`config.mk`:
```
export PLATFORM = sky130hd
export DESIGN_NAME = thumb_alu_operation_unit_core
export DESIGN_NICKNAME = d
export VERILOG_FILES = /design/src/hw/rtl/talu_pkg.sv /design/src/hw/rtl/thumb_alu_operation_unit_core.sv /design/src/hw/rtl/talu_shifter.sv /design/src/hw/rtl/talu_exec.sv
export SDC_FILE = /design/constraint.sdc
export NUM_CORES = 2
export LEC_CHECK = 0
export ABC_AREA = 1
export BUFFER_PORTS_ARGS = -buffer_cell sky130_fd_sc_hd__buf_4
export CELL_PAD_IN_SITES_DETAIL_PLACEMENT = 1
export CELL_PAD_IN_SITES_GLOBAL_PLACEMENT = 2
export CORE_UTILIZATION = 37
export DETAILED_ROUTE_END_ITERATION = 10
export PLACE_DENSITY_LB_ADDON = 0.1
export SLEW_MARGIN = 40
export SYNTH_ARGS = -nofsm -noshare
export SYNTH_HDL_FRONTEND = slang
export SYNTH_SLANG_ARGS = --single-unit
export TNS_END_PERCENT = 100
```
`constraint.sdc`:
```
create_clock -name clk -period 8.35 [get_ports clk]
set_input_delay 0.835 -clock clk [delete_from_list [all_inputs] [get_ports clk]]
set_output_delay 0.835 -clock clk [all_outputs]
set_load 0.01 [all_outputs]
```
`src/hw/rtl/talu_pkg.sv`:
```
package talu_pkg;

    // data path width
    localparam int unsigned WordW = 32;
    localparam int unsigned OpW   = 4;
    localparam int unsigned AmtW  = 8;
    localparam int unsigned ShW   = $clog2(WordW);

    // operation codes
    localparam logic [OpW-1:0] OP_AND = 4'd0;
    localparam logic [OpW-1:0] OP_EOR = 4'd1;
    localparam logic [OpW-1:0] OP_LSL = 4'd2;
    localparam logic [OpW-1:0] OP_LSR = 4'd3;
    localparam logic [OpW-1:0] OP_ASR = 4'd4;
    localparam logic [OpW-1:0] OP_ADC = 4'd5;
    localparam logic [OpW-1:0] OP_SBC = 4'd6;
    localparam logic [OpW-1:0] OP_ROR = 4'd7;
    localparam logic [OpW-1:0] OP_TST = 4'd8;
    localparam logic [OpW-1:0] OP_NEG = 4'd9;
    localparam logic [OpW-1:0] OP_CMP = 4'd10;
    localparam logic [OpW-1:0] OP_CMN = 4'd11;
    localparam logic [OpW-1:0] OP_ORR = 4'd12;
    localparam logic [OpW-1:0] OP_MUL = 4'd13;
    localparam logic [OpW-1:0] OP_BIC = 4'd14;
    localparam logic [OpW-1:0] OP_MVN = 4'd15;

    // shift kinds handed to the shifter
    localparam logic [1:0] SH_LSL = 2'd0;
    localparam logic [1:0] SH_LSR = 2'd1;
    localparam logic [1:0] SH_ASR = 2'd2;
    localparam logic [1:0] SH_ROR = 2'd3;

    typedef struct packed {
        logic n;
        logic z;
        logic c;
        logic v;
    } flags_t;

    typedef struct packed {
        logic [WordW-1:0] value;
        logic             carry;
    } shift_res_t;

endpackage

```
`src/hw/rtl/thumb_alu_operation_unit_core.sv`:
```
// Thumb register ALU (format 4): AND, EOR, LSL, LSR, ASR, ADC, SBC, ROR, TST, NEG, CMP,
// CMN, ORR, MUL, BIC and MVN on two 32-bit registers with N, Z, C, V update. A word is
// taken into an input register, computed in one combinational pass (shifter, adder and
// a 32x32 multiplier keeping the low word) and captured in the result register, so
// out_valid rises once the word has passed the input and result registers, and one
// word is accepted every cycle while out_stall is low. The multiplier path sets the
// clock limit.
module thumb_alu_operation_unit_core (
    input  logic                       clk,
    input  logic                       rst_n,
    input  logic                       in_valid,
    output logic                       in_stall,
    input  logic [talu_pkg::OpW-1:0]   alu_op,
    input  logic [talu_pkg::WordW-1:0] dest_value,
    input  logic [talu_pkg::WordW-1:0] source_value,
    input  logic                       flag_n_in,
    input  logic                       flag_z_in,
    input  logic                       flag_c_in,
    input  logic                       flag_v_in,
    output logic                       out_valid,
    input  logic                       out_stall,
    output logic [talu_pkg::WordW-1:0] result_value,
    output logic                       write_back,
    output logic                       flag_n_out,
    output logic                       flag_z_out,
    output logic                       flag_c_out,
    output logic                       flag_v_out
);

    localparam int unsigned W = talu_pkg::WordW;

    logic                       in_valid_reg;
    logic                       in_valid_next;
    logic [talu_pkg::OpW-1:0]   op_reg;
    logic [W-1:0]               a_reg;
    logic [W-1:0]               b_reg;
    talu_pkg::flags_t           flags_reg;
    logic                       out_valid_reg;
    logic                       out_valid_next;
    logic [W-1:0]               result_reg;
    logic                       wb_reg;
    talu_pkg::flags_t           flags_out_reg;
    logic                       advance;
    logic                       accept;
    logic [W-1:0]               exec_result;
    logic                       exec_wb;
    talu_pkg::flags_t           exec_flags;

    // pipeline control
    assign advance        = !out_valid_reg || !out_stall;
    assign in_stall       = in_valid_reg && !advance;
    assign accept         = in_valid && !in_stall;
    assign in_valid_next  = accept ? 1'b1 : (advance ? 1'b0 : in_valid_reg);
    assign out_valid_next = advance ? in_valid_reg : out_valid_reg;

    always_ff @(posedge clk or negedge rst_n)
    begin
        if (!rst_n)
        begin
            in_valid_reg  <= 1'b0;
            out_valid_reg <= 1'b0;
        end
        else
        begin
            in_valid_reg  <= in_valid_next;
            out_valid_reg <= out_valid_next;
        end
    end

    // input word register
    always_ff @(posedge clk)
    begin
        if (accept)
        begin
            op_reg      <= alu_op;
            a_reg       <= dest_value;
            b_reg       <= source_value;
            flags_reg.n <= flag_n_in;
            flags_reg.z <= flag_z_in;
            flags_reg.c <= flag_c_in;
            flags_reg.v <= flag_v_in;
        end
    end

    talu_exec u_exec (
        .op        (op_reg),
        .a         (a_reg),
        .b         (b_reg),
        .flags_in  (flags_reg),
        .result    (exec_result),
        .wb        (exec_wb),
        .flags_out (exec_flags)
    );

    // result word register
    always_ff @(posedge clk)
    begin
        if (advance && in_valid_reg)
        begin
            result_reg    <= exec_result;
            wb_reg        <= exec_wb;
            flags_out_reg <= exec_flags;
        end
    end

    assign out_valid    = out_valid_reg;
    assign result_value = result_reg;
    assign write_back   = wb_reg;
    assign flag_n_out   = flags_out_reg.n;
    assign flag_z_out   = flags_out_reg.z;
    assign flag_c_out   = flags_out_reg.c;
    assign flag_v_out   = flags_out_reg.v;

endmodule

```
`src/hw/rtl/talu_shifter.sv`:
```
module talu_shifter (
    input  logic [1:0]                 kind,
    input  logic [talu_pkg::WordW-1:0] value,
    input  logic [talu_pkg::AmtW-1:0]  amount,
    input  logic                       carry_in,
    output talu_pkg::shift_res_t       res
);

    localparam int unsigned W  = talu_pkg::WordW;
    localparam int unsigned SW = talu_pkg::ShW;

    logic [SW-1:0]  low;
    logic           is_zero;
    logic           is_word;
    logic           is_over;
    logic [W:0]     lsl_wide;
    logic [W:0]     lsr_wide;
    logic [W:0]     asr_wide;
    logic [2*W-1:0] ror_wide;

    // amount decode
    assign low     = amount[SW-1:0];
    assign is_zero = (amount == '0);
    assign is_word = (amount == talu_pkg::AmtW'(W));
    assign is_over = (amount > talu_pkg::AmtW'(W));

    // barrel shifts with the carry bit carried along
    assign lsl_wide = {1'b0, value} << low;
    assign lsr_wide = {value, 1'b0} >> low;
    assign asr_wide = (W+1)'($signed({value, 1'b0}) >>> low);
    assign ror_wide = {value, value} >> low;

    always_comb
    begin
        res.value = value;
        res.carry = carry_in;
        case (kind)
            talu_pkg::SH_LSL:
            begin
                if (is_zero)
                begin
                    res.value = value;
                end
                else if (is_word)
                begin
                    res.value = '0;
                    res.carry = value[0];
                end
                else if (is_over)
                begin
                    res.value = '0;
                    res.carry = 1'b0;
                end
                else
                begin
                    res.value = lsl_wide[W-1:0];
                    res.carry = lsl_wide[W];
                end
            end
            talu_pkg::SH_LSR:
            begin
                if (is_zero)
                begin
                    res.value = value;
                end
                else if (is_word)
                begin
                    res.value = '0;
                    res.carry = value[W-1];
                end
                else if (is_over)
                begin
                    res.value = '0;
                    res.carry = 1'b0;
                end
                else
                begin
                    res.value = lsr_wide[W:1];
                    res.carry = lsr_wide[0];
                end
            end
            talu_pkg::SH_ASR:
            begin
                if (is_zero)
                begin
                    res.value = value;
                end
                else if (is_word || is_over)
                begin
                    res.value = {W{value[W-1]}};
                    res.carry = value[W-1];
                end
                else
                begin
                    res.value = asr_wide[W:1];
                    res.carry = asr_wide[0];
                end
            end
            default:
            begin
                // rotate: the last bit rotated out lands in bit 31
                if (!is_zero)
                begin
                    res.value = ror_wide[W-1:0];
                    res.carry = ror_wide[W-1];
                end
            end
        endcase
    end

endmodule

```
`src/hw/rtl/talu_exec.sv`:
```
module talu_exec (
    input  logic [talu_pkg::OpW-1:0]   op,
    input  logic [talu_pkg::WordW-1:0] a,
    input  logic [talu_pkg::WordW-1:0] b,
    input  talu_pkg::flags_t           flags_in,
    output logic [talu_pkg::WordW-1:0] result,
    output logic                       wb,
    output talu_pkg::flags_t           flags_out
);

    localparam int unsigned W = talu_pkg::WordW;

    logic [1:0]           sh_kind;
    talu_pkg::shift_res_t sh_res;
    logic [W-1:0]         add_x;
    logic [W-1:0]         add_y;
    logic                 add_cin;
    logic [W:0]           add_sum;
    logic                 add_v;
    logic [W-1:0]         product;
    logic                 c_next;
    logic                 v_next;

    // shift kind decoded from the operation code
    always_comb
    begin
        unique case (op)
            talu_pkg::OP_LSL: sh_kind = talu_pkg::SH_LSL;
            talu_pkg::OP_LSR: sh_kind = talu_pkg::SH_LSR;
            talu_pkg::OP_ASR: sh_kind = talu_pkg::SH_ASR;
            default:          sh_kind = talu_pkg::SH_ROR;
        endcase
    end

    talu_shifter u_shifter (
        .kind     (sh_kind),
        .value    (a),
        .amount   (b[talu_pkg::AmtW-1:0]),
        .carry_in (flags_in.c),
        .res      (sh_res)
    );

    // adder operand select
    always_comb
    begin
        add_x   = a;
        add_y   = b;
        add_cin = 1'b0;
        unique case (op)
            talu_pkg::OP_ADC:
            begin
                add_cin = flags_in.c;
            end
            talu_pkg::OP_SBC:
            begin
                add_y   = ~b;
                add_cin = flags_in.c;
            end
            talu_pkg::OP_NEG:
            begin
                add_x   = '0;
                add_y   = ~b;
                add_cin = 1'b1;
            end
            talu_pkg::OP_CMP:
            begin
                add_y   = ~b;
                add_cin = 1'b1;
            end
            default:
            begin
                add_cin = 1'b0;
            end
        endcase
    end

    assign add_sum = {1'b0, add_x} + {1'b0, add_y} + (W+1)'(add_cin);
    assign add_v   = ~(add_x[W-1] ^ add_y[W-1]) & (add_x[W-1] ^ add_sum[W-1]);

    // low word of the product is all that is kept
    assign product = a * b;

    // result and flag select
    always_comb
    begin
        result = '0;
        wb     = 1'b1;
        c_next = flags_in.c;
        v_next = flags_in.v;
        unique case (op) inside
            talu_pkg::OP_AND: result = a & b;
            talu_pkg::OP_EOR: result = a ^ b;
            talu_pkg::OP_LSL, talu_pkg::OP_LSR, talu_pkg::OP_ASR, talu_pkg::OP_ROR:
            begin
                result = sh_res.value;
                c_next = sh_res.carry;
            end
            talu_pkg::OP_ADC, talu_pkg::OP_SBC, talu_pkg::OP_NEG:
            begin
                result = add_sum[W-1:0];
                c_next = add_sum[W];
                v_next = add_v;
            end
            talu_pkg::OP_CMP, talu_pkg::OP_CMN:
            begin
                result = add_sum[W-1:0];
                c_next = add_sum[W];
                v_next = add_v;
                wb     = 1'b0;
            end
            talu_pkg::OP_TST:
            begin
                result = a & b;
                wb     = 1'b0;
            end
            talu_pkg::OP_ORR: result = a | b;
            talu_pkg::OP_MUL: result = product;
            talu_pkg::OP_BIC: result = a & ~b;
            default:          result = ~b;
        endcase
    end

    assign flags_out.n = result[W-1];
    assign flags_out.z = (result == '0);
    assign flags_out.c = c_next;
    assign flags_out.v = v_next;

endmodule

```
# After elaboration in Yosys (flattened, before gate mapping)
# Index checks and enable logic that the tools add are counted.
# word_totals
register_bits,109
# op_classes
n_eq_ne,17
muxes,23
multipliers,1
bitwise,9
magnitude_cmp,1
shift,4
add_sub_neg,2
reduce_logical,21
# op_table
cell,n
32-bit one-hot mux with 7 select lines,1
33-bit 2-to-1 mux,6
32-bit 2-to-1 mux,5
33-bit one-hot mux with 3 select lines,1
32-bit AND,2
64-bit by 5-bit >> shifter with 32-bit output,1
32-bit by 32-bit adder with 33-bit output,1
33-bit by 1-bit adder with 33-bit output,1
32-bit by 5-bit << shifter with 33-bit output,1
33-bit by 5-bit >> shifter with 33-bit output,1
33-bit by 5-bit >>> shifter with 33-bit output,1
32-bit zero test,1
32-bit by 32-bit multiplier with 32-bit output,1
32-bit NOT,1
32-bit OR,1
32-bit XOR,1
"4-bit equality test, second input constant",7
"4-bit by 3-bit equality test with 1-bit output, second input constant",4
"4-bit by 2-bit equality test with 1-bit output, second input constant",2
"8-bit by 6-bit equality test with 1-bit output, second input constant",1
"8-bit by 6-bit greater-than comparator with 1-bit output, second input constant",1
8-bit zero test,1
1-bit 2-to-1 mux,7
2-bit one-hot mux with 3 select lines,1
other kinds (17),28

# Depth between registers and ports, before layout
# logic_depth
depth_word,8
depth_mapped,39
ltp_nobuf,34

# By module
# Synthesis repeated with hierarchy kept, for this count alone.
# hier_totals
cells_unflattened,4629
hier_area_um2,30984.7
# modules_own_cells
module,area_per_inst_um2,seq_area_each_um2,n_inst,cells_per_inst
talu_exec,22669.2,0.0,1,3420
talu_shifter,4947.2,0.0,1,1088
thumb_alu_operation_unit_core,3368.2,3323.2,1,121

# Least setup slack after synthesis
# OpenSTA, ideal clock, no wires.
# synth_path
kind,register to register
startpoint,register b_reg[3]
endpoint,register flags_out_reg (netlist bit flag_z_out) (data pin)
setup_time_ns,0.150
arrival_time_ns,7.471
setup_slack_ns,0.729
required_time_ns,8.200
path_buffers,5
stages_incl_launch_ff,35
synth_period_minus_slack_ns,7.621
cell_sequence,edfxtp_1 > buf_2 > buf_2 > buf_1 > clkbuf_1 > buf_1 > nand2_1 > inv_1 > fa_1 > inv_1 > fa_1 > fa_1 > fa_1 > inv_1 > fa_1 > inv_1 > fa_1 > inv_1 > fa_1 > fa_1 > ha_1 > a21oi_1 > o21ai_0 > o21bai_1 > a21oi_1 > o21ai_0 > o21ai_0 > inv_1 > a21oi_1 > nand3_1 > nand2_1 > nand2_1 > nor2_1 > nand2_1 > nor3_2
# synth_lines
element,line,rtl
"start, declared",thumb_alu_operation_unit_core.sv:36,logic [W-1:0] b_reg;
"start signal, assigned",thumb_alu_operation_unit_core.sv:77,b_reg <= source_value;
"end signal, assigned",thumb_alu_operation_unit_core.sv:102,flags_out_reg <= exec_flags;
"end, declared",thumb_alu_operation_unit_core.sv:42,talu_pkg::flags_t flags_out_reg;

==> flow_summary.ini <==
[cells_and_area]
fin_nets = 5443
drive_above_1_share_pct = 7.018
finalNonFillerCells = 5830
syn2layout_area_growth_pct = 9.078

[global_route]
grt_pass1_vias = 32350
grt_overflow = 0
grt_usage_pct = 33.18
grt_max_degree = 80
grt_pass1_wl_um = 208400
grt_use_met2_pct = 56.28
busiest_layer = met2
met1_usage_pct = 42.04
antenna_found_initial = 8
use_met3_pct = 3.764

[placed_design]
dp_slack_ns = 0.3022
place_congestion = 1.015
dp_cells = 5802
dp_hpwl_um = 116300
numPortBuffers = 112

[setup_path]
crit_path_end_kind = flop
crit_fanout = 10
path_buf_inv = 5
critPathLaunchType = flop
crit_slowest_cell = edfxtp_1
cp_slowest_stage_delay_ns = 0.81
cp_top_family = adder cells
crit_required_ns = 8.64
crit_type = flop to flop
crit_top_cell = fa_1
arrival_ns = 8.23

[die]
die_area_um2 = 84900
num_rows = 105
start_util_pct = 37.55
die_w_um = 291.4
io-pin-count = 115
core_area_um2 = 82500
die_height_um = 291.4

[clock_tree]
clkSlewWorstSetupHoldPaths_ns = 0.09
numCtsBuffers = 9
htree_levels = 3
clock_path_buffers = 2
cts_sinks = 108
cts-root-buf = clkbuf_16
clock_latency_ns = 0.45
tritoncts = built

[yosys]
syn-instance-count = 4707
synth_most_common_cell = nand2_1
synth.distinct_cells = 55
syn_avg_cell_area_um2 = 6.582
ys_seq_elements = 108
synth_area_leaders = fa_1, nand2_1, inv_1
ys_seq_area_share_pct = 10.44
yosysWarnings = 0
yosysTopAreaCell = fa_1
ys.flop_type = edfxtp_1
synth.net_count = 5396
synth-edff-count = 106
synth_top_area_share_pct = 26.49
async_reset_ff_share_pct = 1.852
synth.cell_area_um2 = 30980
synthTopCellsByCount = nand2_1, inv_1, fa_1, nand3_1, nor2_1

[sta]
slew_headroom_pct = 43.79
grt_setup_unrepaired = false
hold_violations = 0
setup_viol = 0
tightest_slew_ns = 0.8432
whs_ns = 0.1631
setup_ws_ns = 0.4121
fin_crit_sh_pct = 95.06
fmax_ghz = 0.1260
fin_worst_skew_ns = 0.02464
period_needed_ns = 7.938
report.final.slew_viol_count = 0
setup-tns-final_ns = 0

[outcome]
status = complete, no violations

[detailed_routing]
routedWlPerCell_um = 23.85
drtIter0Drc = 2187
drc = 0
drt-total-wl_um = 139000
via_count = 30790
via_per_inst = 5.281
firstDrtPassIters = 5
ant_nets = 0

[run]
cap_violations = 0

[worst_hold_path]
hold_path.class = input pin to asynchronous set/reset pin
## area by class of cell
| type | instances | area (um^2) |
|---|---|---|
| Fill cell | 10770 | 48710 |
| Clock buffer | 9 | 225.2 |
| Tap cell | 1070 | 1339 |
| Clock inverter | 7 | 68.82 |
| Antenna cell | 1 | 2.502 |
| Multi-Input combinational cell | 3379 | 23060 |
| Inverter | 996 | 3740 |
| Timing Repair Buffer | 260 | 2123 |
| Sequential cell | 108 | 3233 |
## kinds of logic after synthesis
family | count (synthesis) | share of synthesized area [%]
muxes | 3 | 0.09693
and+or+nand+nor | 2308 | 30.73
xor gates and xnor gates | 47 | 1.329
AOI/OAI and AO/OA | 408 | 7.475
DFF | 108 | 10.44
adders and majority gates | 613 | 34.69
buffers and inverters | 1220 | 15.25
## cells in the final DEF (no fill, tap or decap), types with 23 or more instances in the layout
cell type	synthesis	final
nand2_1	1471	1471
inv_1	977	975
fa_1	410	410
nand3_1	389	389
nor2_1	319	317
buf_4	7	242
ha_1	203	203
o21ai_0	151	150
a21oi_1	122	121
edfxtp_1	106	106
nand4_1	45	45
xor2_1	41	41
o21ai_1	33	33
nor3_1	24	23
## worst register-to-register path, delay by kind of cell (launching register included)
kind            cells  cell delay (ns)
fa+ha+maj           9             4.32
simple gates       10             1.34
buf+inv             5             0.51
flops               1             0.81
compound gates      4             0.82
## per-layer routing
layer | share of wire, % | up-vias
li1 | - | 14380
met2 | 47 | 810
met3 | 4.7 | 229
met5 | 0.017 | -
met1 | 42 | 15370
met4 | 5.6 | 4
## path summary, 6_finish.rpt
kind                                    from      endpoint  slack, ns  cells after the start
worst max-delay path               a_reg[14]    flag_z_out       0.41                     28
worst min-delay path                   rst_n  in_valid_reg       0.16                      1
worst max register to register     a_reg[14]    flag_z_out       0.41                     28
worst min register to register  in_valid_reg     out_valid       0.50                      2
max in group asynchronous              rst_n     out_valid       8.10                      1
min in group clk                in_valid_reg     out_valid       0.50                      2
## stage by stage
step	cell area [um^2]	utilization, %
final	33790	40.96
after global routing	33790	40.96
after CTS	33630	40.77
after detailed placement	33340	40.41
after global placement	33260	40.32
after floorplan	30980	-
## repair_timing
item,4_1_cts,5_1_grt
setup buffers,0,10
setup endpoints to repair,0,1
hold buffers,0,0
gates resized for setup,0,2
Power is not shown: default switching activity piles up to over one toggle a cycle in this logic, so the estimate is an artifact.
